## config.mk

```make
export PLATFORM = sky130hd
export DESIGN_NAME = sorted_table_insert_remove_search_flat
export DESIGN_NICKNAME = d
export VERILOG_FILES = /design/src/design/stris_pkg.sv /design/src/design/stris_req_if.sv /design/src/design/stris_rsp_if.sv /design/src/design/stris_ram.sv /design/src/design/sorted_table_insert_remove_search.sv /design/src/flat_wrapper.sv
export VERILOG_INCLUDE_DIRS = /design/src /design/src/design
export SDC_FILE = /design/constraint.sdc
export NUM_CORES = 2
export LEC_CHECK = 0
export ABC_AREA = 1
export ABC_CLOCK_PERIOD_IN_PS = 7800
export BUFFER_PORTS_ARGS = -buffer_cell sky130_fd_sc_hd__buf_2
export CORE_UTILIZATION = 46
export DETAILED_ROUTE_END_ITERATION = 12
export SLEW_MARGIN = 25
export SYNTH_ARGS = -nofsm -noshare
export SYNTH_HDL_FRONTEND = slang
export SYNTH_SLANG_ARGS = --single-unit
export TNS_END_PERCENT = 10
```

## constraint.sdc

```tcl
create_clock -name clk -period 7.8 [get_ports clk]
set_clock_uncertainty 0.05 [all_clocks]
set_input_delay 0.39 -clock clk [delete_from_list [all_inputs] [get_ports clk]]
set_output_delay 0.39 -clock clk [all_outputs]
set_load 0.02 [all_outputs]
```

## src/design/sorted_table_insert_remove_search_assert.svh

```systemverilog
// assertion macros of the sorted table design
`ifndef SORTED_TABLE_INSERT_REMOVE_SEARCH_ASSERT_SVH
`define SORTED_TABLE_INSERT_REMOVE_SEARCH_ASSERT_SVH

// same-cycle implication
`define STRIS_ASSERT_IMPL(label, clk, rst_n, ante, cons) \
	label: assert property (@(posedge clk) disable iff (!rst_n) (ante) |-> (cons)) \
		else $error("sorted table assertion failed");

// next-cycle implication
`define STRIS_ASSERT_NEXT(label, clk, rst_n, ante, cons) \
	label: assert property (@(posedge clk) disable iff (!rst_n) (ante) |=> (cons)) \
		else $error("sorted table assertion failed");

`endif

```

## src/design/stris_pkg.sv

```systemverilog
// types and constants of the sorted table
`timescale 1ns / 1ps

package stris_pkg;

	localparam int VALUE_W = 32;
	localparam int INDEX_W = 6;
	localparam int POS_W   = 6;
	localparam int COUNT_W = 7;

	typedef enum logic [1:0] {
		REQ_INSERT = 2'd0,
		REQ_REMOVE = 2'd1,
		REQ_SEARCH = 2'd2,
		REQ_READ   = 2'd3
	} req_t;

	typedef enum logic [1:0] {
		STATUS_OK        = 2'd0,
		STATUS_NOT_FOUND = 2'd1,
		STATUS_FULL      = 2'd2,
		STATUS_RANGE     = 2'd3
	} status_t;

endpackage

```

## src/design/stris_req_if.sv

```systemverilog
// request channel of the sorted table
`timescale 1ns / 1ps

interface stris_req_if;
	logic                                 valid;
	logic                                 ready;
	stris_pkg::req_t                      req_type;
	logic signed [stris_pkg::VALUE_W-1:0] value;
	logic [stris_pkg::INDEX_W-1:0]        index;

	modport source(output valid, req_type, value, index, input ready);
	modport sink(input valid, req_type, value, index, output ready);
endinterface

```

## src/design/stris_rsp_if.sv

```systemverilog
// result channel of the sorted table
`timescale 1ns / 1ps

interface stris_rsp_if;
	logic                                 valid;
	logic                                 ready;
	stris_pkg::status_t                   status;
	logic [stris_pkg::POS_W-1:0]          position;
	logic signed [stris_pkg::VALUE_W-1:0] data;
	logic [stris_pkg::COUNT_W-1:0]        count;

	modport source(output valid, status, position, data, count, input ready);
	modport sink(input valid, status, position, data, count, output ready);
endinterface

```

## src/design/stris_ram.sv

```systemverilog
// entry memory of the sorted table, one write and one registered read port
`timescale 1ns / 1ps

module stris_ram #(
	parameter int DEPTH = 64
) (
	input  logic                                 clk,
	input  logic                                 wr_en,
	input  logic [$clog2(DEPTH)-1:0]             wr_addr,
	input  logic signed [stris_pkg::VALUE_W-1:0] wr_data,
	input  logic                                 rd_en,
	input  logic [$clog2(DEPTH)-1:0]             rd_addr,
	output logic signed [stris_pkg::VALUE_W-1:0] rd_data
);

	logic signed [stris_pkg::VALUE_W-1:0] mem_q [DEPTH];

	always_ff @(posedge clk) begin
		if (wr_en) begin
			mem_q[wr_addr] <= wr_data;
		end
	end

	always_ff @(posedge clk) begin
		if (rd_en) begin
			rd_data <= mem_q[rd_addr];
		end
	end

endmodule

```

## src/design/sorted_table_insert_remove_search.sv

```systemverilog
// Sorted table of signed 32-bit words held in ascending order in one memory with a single
// read and a single write port. An insert reads the entries from the top down until it finds
// its place, and a remove reads every entry held (one memory read per entry, the shift written
// back behind it). A search is a binary search with a read state and a compare state per
// probe, and a read fetches the one entry asked for.
// The single memory read port sets the pace of every request. One request is worked at a time; the next
// is taken as soon as the result sits in the output register, even if it is not yet taken.
// Equal values are inserted after those already held; remove takes the first equal entry.
`timescale 1ns / 1ps

`include "sorted_table_insert_remove_search_assert.svh"

module sorted_table_insert_remove_search #(
	parameter int DEPTH = 64
) (
	input  logic        clk,
	input  logic        arst_n,
	stris_req_if.sink   req,
	stris_rsp_if.source rsp
);

	localparam int PW      = $clog2(DEPTH);
	localparam int CW      = $clog2(DEPTH + 1);
	localparam int VALUE_W = stris_pkg::VALUE_W;
	localparam int POS_W   = stris_pkg::POS_W;
	localparam int COUNT_W = stris_pkg::COUNT_W;

	typedef enum logic [2:0] {
		ST_IDLE,
		ST_INS,
		ST_REM,
		ST_SRCH_RD,
		ST_SRCH_CMP,
		ST_RD,
		ST_FIN
	} state_t;

	state_t                    state_q;
	logic [CW-1:0]             cnt_q;
	logic [CW-1:0]             ptr_q;
	logic signed [VALUE_W-1:0] val_q;
	logic                      found_q;
	logic [PW-1:0]             pos_q;
	logic signed [VALUE_W-1:0] data_q;
	stris_pkg::status_t        status_q;
	logic [CW-1:0]             lo_q;
	logic [CW-1:0]             hx_q;
	logic [PW-1:0]             mid_q;
	logic                      rd_valid_s1;
	logic [CW-1:0]             rd_k_s1;

	logic                      rsp_valid_q;
	stris_pkg::status_t        rsp_status_q;
	logic [POS_W-1:0]          rsp_pos_q;
	logic signed [VALUE_W-1:0] rsp_data_q;
	logic [COUNT_W-1:0]        rsp_count_q;

	logic                      rd_en;
	logic [PW-1:0]             rd_addr;
	logic signed [VALUE_W-1:0] rd_data;
	logic                      wr_en;
	logic [PW-1:0]             wr_addr;
	logic signed [VALUE_W-1:0] wr_data;

	logic                      accept;
	logic                      ins_place;
	logic                      ins_issue;
	logic                      rem_issue;
	logic                      rem_done;
	logic [CW:0]               mid_sum;
	logic [PW-1:0]             mid;
	logic [CW-1:0]             lo_nx;
	logic [CW-1:0]             hx_nx;
	logic                      range_err;

	assign req.ready    = (state_q == ST_IDLE);
	assign accept       = req.valid && req.ready;
	assign rsp.valid    = rsp_valid_q;
	assign rsp.status   = rsp_status_q;
	assign rsp.position = rsp_pos_q;
	assign rsp.data     = rsp_data_q;
	assign rsp.count    = rsp_count_q;

	assign range_err = 32'(req.index) >= 32'(cnt_q);

	// insert walks down from the top, remove walks up from the bottom
	assign ins_place = (state_q == ST_INS) &&
		((rd_valid_s1 && !(rd_data > val_q)) || (!rd_valid_s1 && ptr_q == '0));
	assign ins_issue = (state_q == ST_INS) && (ptr_q != '0) && !ins_place;
	assign rem_issue = (state_q == ST_REM) && (ptr_q != cnt_q);
	assign rem_done  = (state_q == ST_REM) && !rd_valid_s1 && (ptr_q == cnt_q);

	assign mid_sum = {1'b0, lo_q} + {1'b0, hx_q} - (CW + 1)'(1);
	assign mid     = PW'(mid_sum >> 1);
	assign lo_nx   = CW'(mid_q) + CW'(1);
	assign hx_nx   = CW'(mid_q);

	always_comb begin
		rd_en   = 1'b0;
		rd_addr = '0;
		wr_en   = 1'b0;
		wr_addr = '0;
		wr_data = rd_data;
		case (state_q)
			ST_IDLE: begin
				rd_en   = accept && (req.req_type == stris_pkg::REQ_READ);
				rd_addr = PW'(req.index);
			end
			ST_INS: begin
				rd_en   = ins_issue;
				rd_addr = PW'(ptr_q - CW'(1));
				wr_en   = rd_valid_s1 || ins_place;
				wr_addr = (rd_valid_s1) ? PW'(rd_k_s1) : '0;
				wr_data = (ins_place) ? val_q : rd_data;
			end
			ST_REM: begin
				rd_en   = rem_issue;
				rd_addr = PW'(ptr_q);
				wr_en   = rd_valid_s1 && found_q;
				wr_addr = PW'(rd_k_s1 - CW'(1));
			end
			ST_SRCH_RD: begin
				rd_en   = 1'b1;
				rd_addr = mid;
			end
			default: begin
				rd_en = 1'b0;
			end
		endcase
	end

	stris_ram #(
		.DEPTH(DEPTH)
	) u_ram (
		.clk    (clk),
		.wr_en  (wr_en),
		.wr_addr(wr_addr),
		.wr_data(wr_data),
		.rd_en  (rd_en),
		.rd_addr(rd_addr),
		.rd_data(rd_data)
	);

	always_ff @(posedge clk or negedge arst_n) begin
		if (!arst_n) begin
			state_q     <= ST_IDLE;
			cnt_q       <= '0;
			found_q     <= 1'b0;
			rd_valid_s1 <= 1'b0;
			rsp_valid_q <= 1'b0;
		end else begin
			rd_valid_s1 <= ins_issue || rem_issue;
			rd_k_s1     <= ptr_q;
			if (rsp_valid_q && rsp.ready && state_q != ST_FIN) begin
				rsp_valid_q <= 1'b0;
			end
			case (state_q)
				ST_IDLE: begin
					if (accept) begin
						val_q   <= req.value;
						found_q <= 1'b0;
						pos_q   <= (req.req_type == stris_pkg::REQ_READ && !range_err) ?
							PW'(req.index) : '0;
						data_q  <= '0;
						case (req.req_type)
							stris_pkg::REQ_INSERT: begin
								if (cnt_q == CW'(DEPTH)) begin
									status_q <= stris_pkg::STATUS_FULL;
									state_q  <= ST_FIN;
								end else begin
									status_q <= stris_pkg::STATUS_OK;
									ptr_q    <= cnt_q;
									state_q  <= ST_INS;
								end
							end
							stris_pkg::REQ_REMOVE: begin
								if (cnt_q == '0) begin
									status_q <= stris_pkg::STATUS_NOT_FOUND;
									state_q  <= ST_FIN;
								end else begin
									status_q <= stris_pkg::STATUS_OK;
									ptr_q    <= '0;
									state_q  <= ST_REM;
								end
							end
							stris_pkg::REQ_SEARCH: begin
								if (cnt_q == '0) begin
									status_q <= stris_pkg::STATUS_NOT_FOUND;
									state_q  <= ST_FIN;
								end else begin
									status_q <= stris_pkg::STATUS_OK;
									lo_q     <= '0;
									hx_q     <= cnt_q;
									state_q  <= ST_SRCH_RD;
								end
							end
							stris_pkg::REQ_READ: begin
								if (range_err) begin
									status_q <= stris_pkg::STATUS_RANGE;
									state_q  <= ST_FIN;
								end else begin
									status_q <= stris_pkg::STATUS_OK;
									state_q  <= ST_RD;
								end
							end
							default: begin
								state_q <= ST_IDLE;
							end
						endcase
					end
				end
				ST_INS: begin
					if (ins_issue) begin
						ptr_q <= ptr_q - CW'(1);
					end
					if (ins_place) begin
						pos_q   <= (rd_valid_s1) ? PW'(rd_k_s1) : '0;
						cnt_q   <= cnt_q + CW'(1);
						state_q <= ST_FIN;
					end
				end
				ST_REM: begin
					if (rem_issue) begin
						ptr_q <= ptr_q + CW'(1);
					end
					if (rd_valid_s1 && !found_q && rd_data == val_q) begin
						found_q <= 1'b1;
						pos_q   <= PW'(rd_k_s1);
					end
					if (rem_done) begin
						if (found_q) begin
							cnt_q <= cnt_q - CW'(1);
						end else begin
							status_q <= stris_pkg::STATUS_NOT_FOUND;
						end
						state_q <= ST_FIN;
					end
				end
				ST_SRCH_RD: begin
					mid_q   <= mid;
					state_q <= ST_SRCH_CMP;
				end
				ST_SRCH_CMP: begin
					if (rd_data == val_q) begin
						pos_q   <= mid_q;
						data_q  <= rd_data;
						state_q <= ST_FIN;
					end else if (rd_data < val_q) begin
						lo_q <= lo_nx;
						if (lo_nx >= hx_q) begin
							status_q <= stris_pkg::STATUS_NOT_FOUND;
							state_q  <= ST_FIN;
						end else begin
							state_q <= ST_SRCH_RD;
						end
					end else begin
						hx_q <= hx_nx;
						if (lo_q >= hx_nx) begin
							status_q <= stris_pkg::STATUS_NOT_FOUND;
							state_q  <= ST_FIN;
						end else begin
							state_q <= ST_SRCH_RD;
						end
					end
				end
				ST_RD: begin
					data_q  <= rd_data;
					state_q <= ST_FIN;
				end
				ST_FIN: begin
					if (!rsp_valid_q || rsp.ready) begin
						rsp_valid_q  <= 1'b1;
						rsp_status_q <= status_q;
						rsp_pos_q    <= POS_W'(pos_q);
						rsp_data_q   <= data_q;
						rsp_count_q  <= COUNT_W'(cnt_q);
						state_q      <= ST_IDLE;
					end
				end
				default: begin
					state_q <= ST_IDLE;
				end
			endcase
		end
	end

	`STRIS_ASSERT_IMPL(a_count_max, clk, arst_n, 1'b1, cnt_q <= CW'(DEPTH))
	`STRIS_ASSERT_IMPL(a_write_busy, clk, arst_n, wr_en, state_q == ST_INS || state_q == ST_REM)
	`STRIS_ASSERT_IMPL(a_search_bounds, clk, arst_n, state_q == ST_SRCH_RD, lo_q < hx_q)
	`STRIS_ASSERT_NEXT(a_count_hold, clk, arst_n, state_q != ST_INS && state_q != ST_REM, cnt_q == $past(cnt_q))

endmodule

```

## src/flat_wrapper.sv

```systemverilog
// flat-port wrapper written by rule: the top's interface ports become plain ports
module sorted_table_insert_remove_search_flat 
#(
	parameter int DEPTH = 64
)
  (clk, arst_n, req_valid, req_req_type, req_value, req_index, req_ready, rsp_valid, rsp_status, rsp_position, rsp_data, rsp_count, rsp_ready);
  stris_req_if req_i ();
  stris_rsp_if rsp_i ();
  input  logic clk;
  input  logic arst_n;
  input wire logic [$bits(req_i.valid)-1:0] req_valid;
  input wire logic [$bits(req_i.req_type)-1:0] req_req_type;
  input wire logic [$bits(req_i.value)-1:0] req_value;
  input wire logic [$bits(req_i.index)-1:0] req_index;
  output wire logic [$bits(req_i.ready)-1:0] req_ready;
  output wire logic [$bits(rsp_i.valid)-1:0] rsp_valid;
  output wire logic [$bits(rsp_i.status)-1:0] rsp_status;
  output wire logic [$bits(rsp_i.position)-1:0] rsp_position;
  output wire logic [$bits(rsp_i.data)-1:0] rsp_data;
  output wire logic [$bits(rsp_i.count)-1:0] rsp_count;
  input wire logic [$bits(rsp_i.ready)-1:0] rsp_ready;
  assign req_i.valid = req_valid;
  assign req_i.req_type = req_req_type;
  assign req_i.value = req_value;
  assign req_i.index = req_index;
  assign req_ready = req_i.ready;
  assign rsp_valid = rsp_i.valid;
  assign rsp_status = rsp_i.status;
  assign rsp_position = rsp_i.position;
  assign rsp_data = rsp_i.data;
  assign rsp_count = rsp_i.count;
  assign rsp_i.ready = rsp_ready;
  sorted_table_insert_remove_search #(.DEPTH(DEPTH)) u_core (.clk(clk), .arst_n(arst_n), .req(req_i), .rsp(rsp_i));
endmodule
```

# Yosys cells after proc, flatten, opt, wreduce, memory -nomap -nowiden
# Memory sizes are Yosys's and may differ from the RTL's. A register that Yosys moved wholly into a read port is not among the register bits.
# Index checks and enable logic that the tools add are counted.
# op_classes
addsub	8
order_cmp	5
eq_ne	34
n_mux	72
n_reduce_logical	51
# ops
op	count
$mux 32	4
$mux 7	17
$pmux 32 s3	1
$pmux 7 s2	4
$pmux 6 s4	2
$mux 6	6
$mux 3	11
$eq 32x32->1	1
$gt 32x32->1	1
$lt 32x32->1	1
$pmux 3 s7	1
$pmux 7 s3	1
$sub 7x1->7 const B	3
$mux 2	10
$logic_and 1x1->1	16
$ne 2x1->1 const B	8
$reduce_and 8->1	2
$ne 3x3->1 const B	5
$add 7x1->7 const B	2
$logic_not 7->1	2
$ne 2x2->1 const B	7
$reduce_and 7->1	2
$pmux 2 s3	2
$pmux 3 s4	1
other kinds (32)	60
# totals
register_bits	165
mem_bits_rw	2048
inputBits	44
out_inout_bits	49
mem_count	1
# mem_list
memory	depth	width	rd	rd_clocked_by_memory_dff	wr	line	rtl
u_core.u_ram.mem_q	64	32	1	1	1	stris_ram.sv:16	logic signed [stris_pkg::VALUE_W-1:0] mem_q [DEPTH];

# Depth between registers and ports, before layout
# depth
depth_word	9
ltp_mapped	19
depth_no_buf	18

# Hierarchy
# Synthesis repeated with hierarchy kept, for this count alone.
# unflattened
cells_unflattened	7698
hier_area_um2	92358.6
# by_module_without_submodules
module	n_inst	cells_each	area_per_inst_um2
stris_ram	1	6782	83103.5
sorted_table_insert_remove_search	1	916	9255.1

# Worst setup path after synthesis
# OpenSTA, ideal clock, no wires.
# synth_path
kind	reg2reg
startpoint	reg u_core.u_ram.rd_data[31] in the netlist's numbering, read port of u_core.u_ram.mem_q
endpoint	mem u_core.u_ram.mem_q[0][10] in the netlist's numbering (data pin)
arrival_time_ns	4.514
t_required_ns	7.048
path_slack_ns	2.535
path_stages_with_launch	17
synth_period_minus_slack_ns	5.265
path_cell_list	edfxtp_1 -> ha_1 -> nand2_1 -> nor2_1 -> nand2_1 -> inv_1 -> nand2_1 -> nor2_1 -> nand2_1 -> nand2_1 -> o21ai_1 -> nand3_1 -> inv_1 -> nand2_1 -> nand3_2 -> clkbuf_1 -> o21ai_0
# synth_via
elab_chain_cells	7
# synth_rtl
item	line	rtl
from (decl)	stris_ram.sv:13	output logic signed [stris_pkg::VALUE_W-1:0] rd_data
$gt 32x32->1	sorted_table_insert_remove_search.sv:88	((rd_valid_s1 && !(rd_data > val_q)) || (!rd_valid_s1 && ptr_q == '0));
$logic_not 1->1	sorted_table_insert_remove_search.sv:88	
$logic_and 1x1->1	sorted_table_insert_remove_search.sv:88	
$logic_or 1x1->1	sorted_table_insert_remove_search.sv:88	
$logic_and 1x1->1	sorted_table_insert_remove_search.sv:87	assign ins_place = (state_q == ST_INS) &&
$mux 32	sorted_table_insert_remove_search.sv:114	wr_data = (ins_place) ? val_q : rd_data;
$mux 32	sorted_table_insert_remove_search.sv:104	case (state_q)
named net u_core.u_ram.wr_data, one bit	stris_ram.sv:10	input logic signed [stris_pkg::VALUE_W-1:0] wr_data,
to (decl)	stris_ram.sv:16	
# The timed path passes the listed nets, and every way through them passes these cells.

# Final worst setup path
# layout_path
startpoint	reg u_core.lo_q[0]
endpoint	reg u_core.u_ram.rd_data[9] in the netlist's numbering, read port of u_core.u_ram.mem_q (data pin)
# layout_via
elab_chain_cells	3
# layout_rtl
item	line	rtl
from (decl)	sorted_table_insert_remove_search.sv:46	logic [CW-1:0] lo_q;
from (signal assigned)	sorted_table_insert_remove_search.sv:249	lo_q <= lo_nx;
$add 7x7->7	sorted_table_insert_remove_search.sv:93	assign mid_sum = {1'b0, lo_q} + {1'b0, hx_q} - (CW + 1)'(1);
$sub 7x1->7	sorted_table_insert_remove_search.sv:93	
named net u_core.mid_sum[2]	sorted_table_insert_remove_search.sv:70	logic [CW:0] mid_sum;
$pmux 6 s4	sorted_table_insert_remove_search.sv:104	
# The timed path passes the listed nets, and every way through them passes these cells.
# A chain may end at the register's enable or synchronous reset.

==> impl_metrics.env <==
export IMPL_crit_chain="or2_2 -> ha_1 -> fa_1 -> nand2_1 -> o21ai_1 -> nor2_1 -> nand2_4 -> buf_12 -> buf_4 -> o211ai_1 -> nand3_1 -> nand3_1 -> nand3_1 -> nand3_1 -> nand2_1"
export IMPL_synthCells=8308
export IMPL_setup_viol=0
export IMPL_worst_slew_margin_rel=0.242
export IMPL_dr_pass1_iters=7
export IMPL_startpoint_type="flop"
export IMPL_cts_buffer_depth=3
export IMPL_worst_setup_path_type="reg -> reg"
export IMPL_rsz0062_at_grt="no"
export IMPL_cts_htree_levels=4
export IMPL_synth_adder_area_share=0.0101
export IMPL_fin_tns_setup_ns=0
export IMPL_post_cts_buffers=0
export IMPL_core_um2=208000
export IMPL_finalNetCount=8508
export IMPL_wirelength_um=294000
export IMPL_start_util=0.464
export IMPL_cts_resized=0
export IMPL_dpl_hpwl_um=162000
export IMPL_die_area_um2=211000
export IMPL_clock_latency_ns=0.91
export IMPL_synth_warnings=0
export IMPL_die_h_um=460
export IMPL_mostFrequentLayoutCells="edfxtp_1 (2232), nand2_1 (1474), inv_1 (1438)"
export IMPL_place_gp_congestion=0.896
export IMPL_fmax_ghz=0.180
export IMPL_grt_max_degree=207
export IMPL_slowest_stage="buf_4"
export IMPL_synthXorXnorAreaFrac=0.00136
export IMPL_gr_total_overflow=0
export IMPL_cts_tree="done"
export IMPL_drt_drc_violations_left=0
export IMPL_row_count=167
export IMPL_crit_arrival_ns=6.25
export IMPL_synth_compound_area_frac=0.0610
export IMPL_ys_ff_latch=2245
export IMPL_drt_antenna_violating_nets=0
export IMPL_viasPerCell=5.66
export IMPL_drive_above_1_share=0.0816
export IMPL_p_leak_uw=0.0416
export IMPL_hold_buffers=44
export IMPL_mostFrequentLayoutCell="edfxtp_1"
export IMPL_yosys_area_share_simple=0.144
export IMPL_cpMostUsedCell="nand3_1"
export IMPL_ios=93
export IMPL_critPathBufInv=2
export IMPL_vias=64279
export IMPL_path_clk_slew_ns=0.06
export IMPL_syn2layout_area_growth_pct=11.8
export IMPL_nFillCells=17890
export IMPL_path_max_fanout=115
export IMPL_timing_critical_path_required_ns=8.50
export IMPL_fin_crit_ns=5.54
export IMPL_fp_dieW_um=460
export IMPL_finalPower_uw=46100
export IMPL_cp_top_family="simple AND/OR/NAND/NOR gates"
export IMPL_status="finished clean"
export IMPL_avgRoutedWirePerCell_um=25.9
export IMPL_synth_area_um2=96400
export IMPL_antenna_found_initial=14
export IMPL_maxCapViolCount=0
export IMPL_grt_pass1_wl_um=421000
export IMPL_numClockSinks=2245
export IMPL_synth_net_count=8429
export IMPL_synth_mux_area_frac=0
export IMPL_synth_top_family_by_area="simple AND/OR/NAND/NOR gates"
export IMPL_ir_worst_vdd_mv=0.409
export IMPL_numPortBuffers=92
export IMPL_yosysSeqAreaShare=0.698
export IMPL_tightest_slew_ns=1.13
export IMPL_syn_area_per_cell_um2=11.6
export IMPL_track_usage=0.276
export IMPL_end_kind="flop"
export IMPL_slowest_delay_ns=0.92
export IMPL_grt_pass1_vias=60088
export IMPL_yosysUniqueCellTypes=46
export IMPL_cts_root_buf="clkbuf_16"
export IMPL_power_density_nw_per_um2=428
export IMPL_cts_inserted_buffers=225
export IMPL_hp_class="in -> reg"
export IMPL_fin_crit_sh=0.711
export IMPL_finalHoldViolCount=0
export IMPL_slew_viol_final=0
export IMPL_drt_iter0_drc=8295
## power by group
group	total [uW]	internal [uW]	leakage [uW]	switching, uW
combinational	19800	4780	0.0180	15000
sequential	16000	15700	0.0203	317
clock	10400	5680	0.00339	4700
total	46100	26100	0.0416	20000
## cell usage after synthesis, drive strengths merged
cell     count  area share
nor3         8     0.00042
inv       1450       0.056
nand2     1477       0.058
clkbuf      61      0.0024
a211oi       3     0.00023
nand3b       2     0.00016
a21o         5     0.00039
ha          75      0.0097
buf        402       0.026
a21boi       1    0.000078
o211ai     619       0.048
xnor2        3     0.00027
o311ai       3     0.00027
a22oi        1    0.000078
xor2        12      0.0011
nor2       363       0.014
dfrtp       13      0.0034
fa           2     0.00042
a221oi       1    0.000091
nand4       32      0.0021
nor4         2     0.00013
or2          6     0.00039
a31oi        6     0.00039
edfxtp    2232        0.70
o2111ai      3     0.00027
o22ai        1     0.00013
and3         1    0.000065
o21a         4     0.00031
o21ai      167      0.0087
a21oi       31      0.0016
o31ai        2     0.00016
nand3     1319       0.069
a221o        1     0.00010
## flip-flops by register name, indices dropped and copies added, names as in the netlist, 32 cells and up
register and count:
u_core.data_q 32, u_core.rsp.data 32, u_core.u_ram.mem_q 2048, u_core.u_ram.rd_data 32, u_core.val_q 32
## layout make-up
| class | instances | area (um^2) | share of cell area |
|---|---|---|---|
| Antenna cell | 3 | 7.51 | 0.0000696 |
| Timing Repair Buffer | 315 | 2740 | 0.0254 |
| Sequential cell | 2245 | 67300 | 0.625 |
| Tap cell | 2788 | 3490 | 0.0324 |
| Clock inverter | 130 | 1190 | 0.0110 |
| Multi-Input combinational cell | 4150 | 21700 | 0.202 |
| Inverter | 1450 | 5470 | 0.0508 |
| Clock buffer | 276 | 5820 | 0.0540 |
## cells by family (layout without fill, tap and decap cells)
kind of cell | Yosys count | count (layout)
simple gates | 3210 | 3210
flops | 2245 | 2245
buf+inv | 1913 | 2171
compound gates | 848 | 848
fa+ha+maj | 77 | 77
xor+xnor | 15 | 15
other cells | 0 | 3
## layer usage
metal  vias up  part of all wire  track usage
met5         -           0.00010            0
met4         4             0.038        0.102
li1      28766                 -            -
met1     31575              0.40        0.379
met2      3391              0.46        0.441
met3       543             0.098       0.0470
## worst paths after layout
kind | from | end | slack [ns] | cells after the start
min reg2reg | u_core.pos_q[0] | u_core.rsp.position[0] | 0.36 | 0
min in group asynchronous | arst_n | u_core.cnt_q[3] | 0.89 | 3
max | u_core.lo_q[0] | u_core.u_ram.rd_data[9] | 2.26 | 15
max in group asynchronous | arst_n | u_core.rsp.valid | 6.32 | 3
min | req_req_type[0] | u_core.status_q[0] | 0.07 | 4
max reg2reg | u_core.lo_q[0] | u_core.u_ram.rd_data[9] | 2.26 | 15
## worst reg2reg max path, delay by kind of cell (launching register included)
family / cells / cell delay, ns
simple gates: 9 / 2.18
buf+inv: 2 / 1.64
fa+ha+maj: 2 / 0.80
flops: 1 / 0.39
compound gates: 2 / 0.36
## through the flow
step | util | setup WS [ns] | instance area, um^2 | std cells | hold slack [ns]
after floorplan | - | 2.53 | 96400 | 8308 | 0.0444
after global placement | 0.481 | 2.39 | 100000 | 10890 | 0.351
after detailed placement | 0.483 | 2.37 | 100000 | 10901 | 0.355
after CTS | 0.519 | 2.38 | 108000 | 11351 | 0.0184
after global routing | 0.519 | 2.21 | 108000 | 11354 | 0.105
final | 0.519 | 2.26 | 108000 | 11357 | 0.0711
Power figures use the tool's default switching activity.
